File: src/rtl/rhd_pkg.sv
package rhd_pkg;

  // Default width of the packet length counter.
  localparam int unsigned PacketLengthBitsDef = 16;

  // Number of commands the queue between front and back can hold.
  localparam int unsigned QueueDepth = 4;
  localparam int unsigned QueuePtrW  = $clog2(QueueDepth);

  // Fixed RTP header size and the byte value of the last start code byte.
  localparam logic [6:0] RtpFixedHeader = 7'd12;
  localparam logic [7:0] StartCodeLast  = 8'h01;

  // NAL unit type codes.
  localparam logic [4:0] NalSps       = 5'd7;
  localparam logic [4:0] NalPps       = 5'd8;
  localparam logic [4:0] NalStapA     = 5'd24;
  localparam logic [4:0] NalFuA       = 5'd28;
  localparam logic [4:0] NalSingleMax = 5'd23;

  // Result kinds.
  localparam logic KindByte   = 1'b0;
  localparam logic KindCommit = 1'b1;

  // Parser phases.
  typedef enum logic [3:0] {
    PH_HEADER,
    PH_NAL_HEAD,
    PH_SINGLE,
    PH_STAP_HI,
    PH_STAP_LO,
    PH_STAP_FIRST,
    PH_STAP_BODY,
    PH_FU_HEAD,
    PH_FU_BODY,
    PH_DROP
  } phase_e;

  // Input word: one packet byte and the packet length.
  typedef struct packed {
    logic [7:0]  payload_byte;
    logic [15:0] packet_bytes;
  } in_word_t;

  // Output word: one Annex-B byte or one commit marker.
  typedef struct packed {
    logic       item_kind;
    logic [7:0] stream_byte;
    logic       codec_config;
    logic       last_of_run;
  } out_word_t;

  // Command from the parser: which results one input byte causes.
  typedef struct packed {
    logic       start_code;
    logic       has_byte;
    logic [7:0] data_byte;
    logic       commit;
    logic       config_nal;
  } cmd_t;

endpackage

File: src/rtl/rhd_front.sv
module rhd_front
  import rhd_pkg::*;
#(
  parameter int unsigned PACKET_LENGTH_BITS = PacketLengthBitsDef
) (
  input  logic     clk_i,
  input  logic     rst_ni,
  input  logic     in_valid_i,
  input  in_word_t in_word_i,
  output logic     in_stall_o,
  input  logic     full_i,
  output logic     push_o,
  output cmd_t     cmd_o
);

  localparam int unsigned LW = PACKET_LENGTH_BITS;
  localparam int unsigned CW = (LW > 16) ? LW : 16;

  phase_e        phase_q, phase_d, phase_mid;
  logic [LW-1:0] pos_q, pos_d;
  logic [6:0]    hl_q, hl_d;
  logic [15:0]   unit_q, unit_d;
  logic [7:0]    len_hi_q, len_hi_d;
  logic [2:0]    ind_q, ind_d;
  logic          fend_q, fend_d;
  logic          single_cfg_q, single_cfg_d;

  logic          accept;
  logic [7:0]    b;
  logic [4:0]    nal_type;
  logic [LW-1:0] plen;
  logic [LW:0]   pos1;
  logic          last;
  logic [LW-1:0] left;
  logic          pos_zero;
  logic [6:0]    hl_new, hl_eff;
  logic [15:0]   stap_len;
  logic [15:0]   unit_dec;

  assign in_stall_o = full_i;
  assign accept     = in_valid_i && !full_i;

  // Position bookkeeping within the current packet.
  assign b        = in_word_i.payload_byte;
  assign nal_type = b[4:0];
  assign plen     = LW'(in_word_i.packet_bytes);
  assign pos1     = (LW+1)'(pos_q) + (LW+1)'(1);
  assign last     = pos1 >= (LW+1)'(plen);
  assign left     = last ? '0 : LW'((LW+1)'(plen) - pos1);
  assign pos_zero = (pos_q == '0);
  assign hl_new   = RtpFixedHeader + {1'b0, b[3:0], 2'b00};
  assign hl_eff   = pos_zero ? hl_new : hl_q;
  assign stap_len = {len_hi_q, b};
  assign unit_dec = unit_q - 16'd1;

  // Next state of the parser.
  always_comb begin
    phase_mid    = phase_q;
    hl_d         = hl_q;
    unit_d       = unit_q;
    len_hi_d     = len_hi_q;
    ind_d        = ind_q;
    fend_d       = fend_q;
    single_cfg_d = single_cfg_q;
    case (phase_q)
      PH_HEADER: begin
        if (pos_zero) begin
          hl_d = hl_new;
        end
        if (pos_zero && (CW'(plen) < CW'(hl_eff))) begin
          phase_mid = PH_DROP;
        end else if (pos1 >= (LW+1)'(hl_eff)) begin
          phase_mid = PH_NAL_HEAD;
        end
      end
      PH_NAL_HEAD: begin
        if (nal_type <= NalSingleMax) begin
          single_cfg_d = (nal_type == NalSps) || (nal_type == NalPps);
          phase_mid    = PH_SINGLE;
        end else if (nal_type == NalStapA) begin
          phase_mid = PH_STAP_HI;
        end else if (nal_type == NalFuA) begin
          ind_d     = b[7:5];
          phase_mid = PH_FU_HEAD;
        end else begin
          phase_mid = PH_DROP;
        end
      end
      PH_STAP_HI: begin
        len_hi_d  = b;
        phase_mid = PH_STAP_LO;
      end
      PH_STAP_LO: begin
        if (CW'(stap_len) > CW'(left)) begin
          phase_mid = PH_DROP;
        end else if (stap_len == 16'd0) begin
          phase_mid = PH_STAP_HI;
        end else begin
          unit_d    = stap_len;
          phase_mid = PH_STAP_FIRST;
        end
      end
      PH_STAP_FIRST, PH_STAP_BODY: begin
        unit_d    = unit_dec;
        phase_mid = (unit_dec == 16'd0) ? PH_STAP_HI : PH_STAP_BODY;
      end
      PH_FU_HEAD: begin
        fend_d    = b[6];
        phase_mid = PH_FU_BODY;
      end
      default: begin
      end
    endcase
    phase_d = last ? PH_HEADER : phase_mid;
    pos_d   = last ? '0 : LW'(pos1);
  end

  // Command for the back end.
  always_comb begin
    cmd_o = '0;
    case (phase_q)
      PH_NAL_HEAD: begin
        if (nal_type <= NalSingleMax) begin
          cmd_o.start_code = 1'b1;
          cmd_o.has_byte   = 1'b1;
          cmd_o.data_byte  = b;
        end
      end
      PH_SINGLE, PH_FU_BODY, PH_STAP_BODY: begin
        cmd_o.has_byte  = 1'b1;
        cmd_o.data_byte = b;
      end
      PH_STAP_FIRST: begin
        cmd_o.start_code = 1'b1;
        cmd_o.has_byte   = 1'b1;
        cmd_o.data_byte  = b;
      end
      PH_FU_HEAD: begin
        if (b[7]) begin
          cmd_o.start_code = 1'b1;
          cmd_o.has_byte   = 1'b1;
          cmd_o.data_byte  = {ind_q, b[4:0]};
        end
      end
      default: begin
      end
    endcase
    // A STAP-A unit commits on its last byte; a single NAL and an FU-A end fragment commit at packet end.
    if ((phase_q == PH_STAP_FIRST || phase_q == PH_STAP_BODY) && unit_dec == 16'd0) begin
      cmd_o.commit = 1'b1;
    end
    if (last && phase_mid == PH_SINGLE) begin
      cmd_o.commit     = 1'b1;
      cmd_o.config_nal = single_cfg_d;
    end
    if (last && phase_mid == PH_FU_BODY && fend_d) begin
      cmd_o.commit = 1'b1;
    end
  end

  assign push_o = accept && (cmd_o.start_code || cmd_o.has_byte || cmd_o.commit);

  // Parser registers.
  always_ff @(posedge clk_i or negedge rst_ni) begin
    if (!rst_ni) begin
      phase_q      <= PH_HEADER;
      pos_q        <= '0;
      hl_q         <= RtpFixedHeader;
      unit_q       <= '0;
      len_hi_q     <= '0;
      ind_q        <= '0;
      fend_q       <= 1'b0;
      single_cfg_q <= 1'b0;
    end else if (accept) begin
      phase_q      <= phase_d;
      pos_q        <= pos_d;
      hl_q         <= hl_d;
      unit_q       <= unit_d;
      len_hi_q     <= len_hi_d;
      ind_q        <= ind_d;
      fend_q       <= fend_d;
      single_cfg_q <= single_cfg_d;
    end
  end

endmodule

File: src/rtl/rhd_queue.sv
module rhd_queue
  import rhd_pkg::*;
(
  input  logic clk_i,
  input  logic rst_ni,
  input  logic push_i,
  input  cmd_t push_cmd_i,
  output logic full_o,
  input  logic pop_i,
  output logic head_valid_o,
  output cmd_t head_cmd_o
);

  localparam int unsigned CntW = $clog2(QueueDepth + 1);

  cmd_t                 entry_q [QueueDepth];
  logic [QueuePtrW-1:0] wr_ptr_q, wr_ptr_d;
  logic [QueuePtrW-1:0] rd_ptr_q, rd_ptr_d;
  logic [CntW-1:0]      count_q, count_d;
  logic                 do_push, do_pop;

  assign full_o       = (count_q == CntW'(QueueDepth));
  assign head_valid_o = (count_q != '0);
  assign head_cmd_o   = entry_q[rd_ptr_q];
  assign do_push      = push_i && !full_o;
  assign do_pop       = pop_i && head_valid_o;

  // Pointer and fill count updates.
  always_comb begin
    wr_ptr_d = do_push ? wr_ptr_q + QueuePtrW'(1) : wr_ptr_q;
    rd_ptr_d = do_pop ? rd_ptr_q + QueuePtrW'(1) : rd_ptr_q;
    count_d  = count_q;
    if (do_push && !do_pop) begin
      count_d = count_q + CntW'(1);
    end else if (do_pop && !do_push) begin
      count_d = count_q - CntW'(1);
    end
  end

  always_ff @(posedge clk_i or negedge rst_ni) begin
    if (!rst_ni) begin
      wr_ptr_q <= '0;
      rd_ptr_q <= '0;
      count_q  <= '0;
    end else begin
      wr_ptr_q <= wr_ptr_d;
      rd_ptr_q <= rd_ptr_d;
      count_q  <= count_d;
    end
  end

  // Command storage.
  always_ff @(posedge clk_i) begin
    if (do_push) begin
      entry_q[wr_ptr_q] <= push_cmd_i;
    end
  end

endmodule

File: src/rtl/rhd_back.sv
module rhd_back
  import rhd_pkg::*;
(
  input  logic      clk_i,
  input  logic      rst_ni,
  input  logic      head_valid_i,
  input  cmd_t      head_cmd_i,
  output logic      pop_o,
  output logic      out_valid_o,
  output out_word_t out_word_o,
  input  logic      out_stall_i
);

  // Result slots of one command, in output order.
  localparam logic [2:0] SlotSc0    = 3'd0;
  localparam logic [2:0] SlotSc3    = 3'd3;
  localparam logic [2:0] SlotByte   = 3'd4;
  localparam logic [2:0] SlotCommit = 3'd5;

  logic       mid_q, mid_d;
  logic [2:0] step_q, step_d;
  logic       out_valid_q, out_valid_d;
  out_word_t  out_q, out_d;

  logic       advance;
  logic [2:0] first_slot, cur_slot, next_slot;
  logic       is_last;
  out_word_t  word;

  assign advance = head_valid_i && (!out_valid_q || !out_stall_i);

  // Slot selection within the command at the head of the queue.
  always_comb begin
    if (head_cmd_i.start_code) begin
      first_slot = SlotSc0;
    end else if (head_cmd_i.has_byte) begin
      first_slot = SlotByte;
    end else begin
      first_slot = SlotCommit;
    end
    cur_slot  = mid_q ? step_q : first_slot;
    next_slot = cur_slot;
    is_last   = 1'b1;
    if (cur_slot < SlotSc3) begin
      next_slot = cur_slot + 3'd1;
      is_last   = 1'b0;
    end else if (cur_slot == SlotSc3) begin
      if (head_cmd_i.has_byte) begin
        next_slot = SlotByte;
        is_last   = 1'b0;
      end else if (head_cmd_i.commit) begin
        next_slot = SlotCommit;
        is_last   = 1'b0;
      end
    end else if (cur_slot == SlotByte && head_cmd_i.commit) begin
      next_slot = SlotCommit;
      is_last   = 1'b0;
    end
  end

  // Output word for the current slot.
  always_comb begin
    word             = '0;
    word.item_kind   = KindByte;
    word.last_of_run = is_last;
    if (cur_slot == SlotSc3) begin
      word.stream_byte = StartCodeLast;
    end else if (cur_slot == SlotByte) begin
      word.stream_byte = head_cmd_i.data_byte;
    end else if (cur_slot == SlotCommit) begin
      word.item_kind    = KindCommit;
      word.codec_config = head_cmd_i.config_nal;
    end
  end

  // Next state of the slot sequencer and the output register.
  always_comb begin
    mid_d       = mid_q;
    step_d      = step_q;
    out_valid_d = out_valid_q;
    out_d       = out_q;
    pop_o       = 1'b0;
    if (advance) begin
      out_valid_d = 1'b1;
      out_d       = word;
      if (is_last) begin
        pop_o = 1'b1;
        mid_d = 1'b0;
      end else begin
        mid_d  = 1'b1;
        step_d = next_slot;
      end
    end else if (!out_stall_i) begin
      out_valid_d = 1'b0;
    end
  end

  always_ff @(posedge clk_i or negedge rst_ni) begin
    if (!rst_ni) begin
      mid_q       <= 1'b0;
      step_q      <= SlotSc0;
      out_valid_q <= 1'b0;
    end else begin
      mid_q       <= mid_d;
      step_q      <= step_d;
      out_valid_q <= out_valid_d;
    end
  end

  always_ff @(posedge clk_i) begin
    out_q <= out_d;
  end

  assign out_valid_o = out_valid_q;
  assign out_word_o  = out_q;

  // A command in progress keeps its entry at the head of the queue.
  a_mid_has_head: assert property (@(posedge clk_i) disable iff (!rst_ni)
    mid_q |-> head_valid_i)
    else $error("command in progress without a queue entry");

  // A commit marker always closes the run of its input byte.
  a_commit_is_last: assert property (@(posedge clk_i) disable iff (!rst_ni)
    (out_valid_q && out_q.item_kind == KindCommit) |-> (out_q.last_of_run
      && out_q.stream_byte == 8'd0))
    else $error("commit marker not at end of run");

  // The word after the last start code byte is never a start code byte.
  a_after_sc: assert property (@(posedge clk_i) disable iff (!rst_ni)
    (advance && cur_slot == SlotSc3) |=> (mid_q && step_q > SlotSc3))
    else $error("start code not followed by byte or commit");

endmodule

File: src/rtl/rtp_h264_depacketizer.sv
// Channel  | valid       | stall        | word
// ---------+-------------+--------------+------------------------
// input    | in_valid_i  | in_stall_o   | in_word_i  (in_word_t)
// output   | out_valid_o | out_stall_i  | out_word_o (out_word_t)
//
// The parser takes one packet byte every cycle while the command queue has room.
// Each byte with results turns into one queued command; the back end sends one
// output word per cycle while the output is not stalled, so such a byte yields 1 to 6
// output words (5 or 6 with a start code, 6 when the unit also commits).
// The four-entry command queue absorbs start code bursts; input stalls only when it fills.
// Reset clears the parser, the queue pointers and the output valid; no clearing pass follows.
module rtp_h264_depacketizer
  import rhd_pkg::*;
#(
  parameter int unsigned PACKET_LENGTH_BITS = PacketLengthBitsDef
) (
  input  logic      clk_i,
  input  logic      rst_ni,
  input  logic      in_valid_i,
  input  in_word_t  in_word_i,
  output logic      in_stall_o,
  output logic      out_valid_o,
  output out_word_t out_word_o,
  input  logic      out_stall_i
);

  logic full;
  logic push;
  cmd_t push_cmd;
  logic pop;
  logic head_valid;
  cmd_t head_cmd;

  // Packet parser.
  rhd_front #(
    .PACKET_LENGTH_BITS(PACKET_LENGTH_BITS)
  ) u_front (
    .clk_i     (clk_i),
    .rst_ni    (rst_ni),
    .in_valid_i(in_valid_i),
    .in_word_i (in_word_i),
    .in_stall_o(in_stall_o),
    .full_i    (full),
    .push_o    (push),
    .cmd_o     (push_cmd)
  );

  // Command queue between parser and output sequencer.
  rhd_queue u_queue (
    .clk_i       (clk_i),
    .rst_ni      (rst_ni),
    .push_i      (push),
    .push_cmd_i  (push_cmd),
    .full_o      (full),
    .pop_i       (pop),
    .head_valid_o(head_valid),
    .head_cmd_o  (head_cmd)
  );

  // Output sequencer.
  rhd_back u_back (
    .clk_i       (clk_i),
    .rst_ni      (rst_ni),
    .head_valid_i(head_valid),
    .head_cmd_i  (head_cmd),
    .pop_o       (pop),
    .out_valid_o (out_valid_o),
    .out_word_o  (out_word_o),
    .out_stall_i (out_stall_i)
  );

endmodule

File: config.mk
export PLATFORM = sky130hd
export DESIGN_NAME = rtp_h264_depacketizer
export DESIGN_NICKNAME = d
export VERILOG_FILES = /design/src/rtl/rhd_pkg.sv /design/src/rtl/rhd_front.sv /design/src/rtl/rhd_queue.sv /design/src/rtl/rhd_back.sv /design/src/rtl/rtp_h264_depacketizer.sv
export SDC_FILE = /design/constraint.sdc
export NUM_CORES = 1
export LEC_CHECK = 0
export ABC_AREA = 1
export BUFFER_PORTS_ARGS = -buffer_cell sky130_fd_sc_hd__buf_2
export CORE_MARGIN = 1.5
export CORE_UTILIZATION = 40
export CTS_BUF_LIST = sky130_fd_sc_hd__clkbuf_16
export DETAILED_ROUTE_END_ITERATION = 6
export PLACE_DENSITY = 0.65
export RECOVER_POWER = 50
export SLEW_MARGIN = 20
export SYNTH_ARGS = -nofsm -noshare
export SYNTH_HDL_FRONTEND = slang
export SYNTH_SLANG_ARGS = --single-unit
File: constraint.sdc
create_clock -name clk_i -period 6.2 [get_ports clk_i]
set_input_delay 0.31 -clock clk_i [delete_from_list [all_inputs] [get_ports clk_i]]
set_output_delay 0.31 -clock clk_i [all_outputs]
set_load 0.02 [all_outputs]
==> run metrics <==
startpoint types=flop; Sequential Area=approximately 3500 um2; footprint of the multi-input gates=about 4500 um2; clock transition at the registers of the reported paths=about 0.06 ns; Synth Flop Type=dfrtp_1; Area Growth Syn to Fin=13.73%; Post-synth EDFFs=59; R2R Path End=u_queue.count_q[2]; clock skew=roughly 0.013 ns; total negative slack=0 ns; commonest non-fill, non-tap cell in the layout=nand2_1; slowest CP cell=dfrtp_2; final core occ=0.4655; Fmax=176.7 MHz; initial antenna violation count=0; Setup CP Type=flop to flop; CTS Root Cell=clkbuf_16; failing checks=max-capacitance violations, max-slew violations; VDD IR-drop max=roughly 0.00028 V; largest net degree at the start of global routing=roughly 70; GPL Wtd Cong=just over 0.9; Worst-Margin Slew=between 3 and 4 ns; Period Utilization, post-route=0.9129; yosys synthesis warning count=0; critical path fanouts, max=8; Area contributors post-synth=edfxtp_1 (21%), dfrtp_1 (19%), ha_1 (11%); power per cell area=~540 nW/um2; Unique masters post-synth=approximately 50; H-tree levels=4; ys async rst share=0.5354; maxcap violations=1; leak pwr=4.583 nW; Hold WS=~0.12 ns; Slew HR=-1.574; clock insertion delay at the later pin of the skew report=around 0.43 ns; slowest stage delay, CP=roughly 0.41 ns; Clock Sinks=127; # port buffers=40; core box area=approximately 21000 um2; CP endpoint=u_queue.count_q[2]; total power=5.280 mW; Mapped Area=roughly 8600 um2; share of the synthesized area in the top cell type=0.2053; DRC errors left=0; final hold violation count=0; dpl hpwl=~16000 um; 1st-iter DRT viols=approximately 510; top cell type by total area after synthesis=edfxtp_1; full die area=around 22000 um2; CTS buffer count=17; io pins=~40; Detailed Routing Iterations Pass 1=5; worst r2r src=u_front.pos_q[0]; starting density of the core=0.4093; count of final max-slew check failures=between 60 and 70; proportion of layout cells with a drive suffix above 1=0.09137; Die Ht=about 150 um; number of global-route vias before repair=just over 7000; wire per inst=14.80 um; Avg Cell Area, Syn=between 7 and 8 um2; run status=finished, violations left; most frequent cells in the layout=nand2_1 (246), inv_1 (158), nor2_1 (150); CTS tree=built; CP Capture Type=flop; Worst EP arrival=between 5 and 6 ns; n_diodes=0; Final Net Count=roughly 1300; gr usage total=0.2010; GRT overflow=0; Crit path required time=roughly 6.5 ns; Core Rows=53; synthesized netlist cell count=roughly 1100; CTS Buffer Depth=2; HP Class=primary input to flop; #FFs+latches synth=around 130; fillers=~2100; cts hold-fix bufs=0; final setup fails=0; R2R cell count=38; slack of the worst reg-to-reg path=0.54 ns; first-pass GRT wire length=35220 um; Total Wirelength=approximately 22000 um; min Tclk post-route=between 5 and 6 ns; Synthesized Nets=around 1200; routed vias/inst=~5.2; CP startpoint=u_front.pos_q[0]; post-synthesis sequential area ratio=0.4027; antenna viol nets, final=0; Die Wd=~150 um; vias after detailed routing=about 7500
-- metal layers --
layer / GRT usage / routed length [um]
met4: 0.07745 / 620
met1: 0.2599 / 9620
met5: 0 / 0
met3: 0.03933 / 1123
met2: 0.3307 / 10190
-- critical path, delay by kind of cell, from the launching register on --
family	cells	cell delay, ns
fa+ha+maj	5	1.37
simple gates	21	2.29
buf+inv	4	0.28
compound gates	7	1.04
flops	1	0.41
xor+xnor	1	0.15
-- area by class of cell --
cell class                 count  share of cell area
clock inverter                15             0.01976
sequential                   127              0.3542
multi-input combinational    816              0.4625
inverter                     160             0.06119
tap                          275             0.03505
timing repair buffer          47             0.02396
clock buffer                  17             0.04334
-- power breakdown --
part / switching (mW) / internal (mW) / leakage [nW]
Sequential: 0.249 / 1.24 / 1.42
Clock: 0.390 / 0.670 / 0.305
Combinational: 1.79 / 0.940 / 2.86
-- worst min-delay path by stage --
stage / from / end / slack [ns] / cells after the start
2_1_floorplan: rst_ni / u_back.mid_q / 0.01 / 0
3_3_place_gp: u_front.hl_q[6] / u_front.hl_q[6] / 0.47 / 2
3_5_place_dp: u_front.hl_q[6] / u_front.hl_q[6] / 0.47 / 2
4_1_cts: rst_ni / u_front.pos_q[11] / 0.05 / 1
5_1_grt: out_stall_i / u_back.out_valid_o / 0.15 / 3
6_report: out_stall_i / u_back.out_valid_o / 0.12 / 3
-- logic make-up after synthesis --
group / after synthesis / synth area share
AO/OA/AOI/OAI: 199 / 0.1299
XOR/XNOR: 15 / 0.01522
adder cells (fa/ha/maj): 78 / 0.1148
buffers and inverters: 178 / 0.07843
flip-flops: 127 / 0.4027
multiplexers: 1 / 0.001305
AND/OR/NAND/NOR: 523 / 0.2576
-- state kept, by name, summed over array words and instances (netlist names) --
| name | count |
|---|---|
| u_front.hl_q | 7 |
| u_front.pos_q | 16 |
| u_back.step_q | 3 |
| u_queue.entry_q | 48 |
| u_back.mid_q | 1 |
| u_back.out_valid_o | 1 |
| u_front.phase_q | 4 |
| u_back.out_word_o | 11 |
| u_queue.count_q | 3 |
| u_queue.wr_ptr_q | 2 |
| u_queue.rd_ptr_q | 2 |
| u_front.single_cfg_q | 1 |
| u_front.fend_q | 1 |
| u_front.ind_q | 3 |
| u_front.len_hi_q | 8 |
| u_front.unit_q | 16 |
-- through the flow --
| stage | setup slack, ns | std cells | instance area, um2 |
|---|---|---|---|
| 6_report | 0.5401 | 1457 | 9816 |
| 5_1_grt | -0.04046 | 1457 | 9816 |
| 4_1_cts | 0.2508 | 1457 | 9778 |
| 3_5_place_dp | 0.2836 | 1425 | 9159 |
| 3_3_place_gp | 0.4387 | 1425 | 9159 |
| 2_1_floorplan | 1.001 | 1121 | 8631 |
-- cells in the mapped netlist, types with 2 or more instances --
library cell  number
nand2_1          246
inv_1            154
nor2_1           154
o21ai_0           85
ha_1              76
dfrtp_1           66
nand3_1           60
edfxtp_1          59
a21oi_1           54
o22ai_1           20
o211ai_1          17
nand4_1           16
clkbuf_1          11
nor3_1            11
xor2_1            11
nor2_2             8
inv_2              6
or2_2              6
nor4_1             5
buf_2              4
nand2_2            4
nand3b_1           4
o21ai_1            4
xnor2_1            4
a31oi_1            3
o31ai_1            3
buf_1              2
dfstp_2            2
fa_1               2
nor2_4             2
o21bai_1           2
-- what timing repair did --
action	4_1_cts	5_1_grt
resized for setup	0	23
setup buffers	0	0
setup endpoints to repair	0	3
Power figures use the tool's default switching activity.
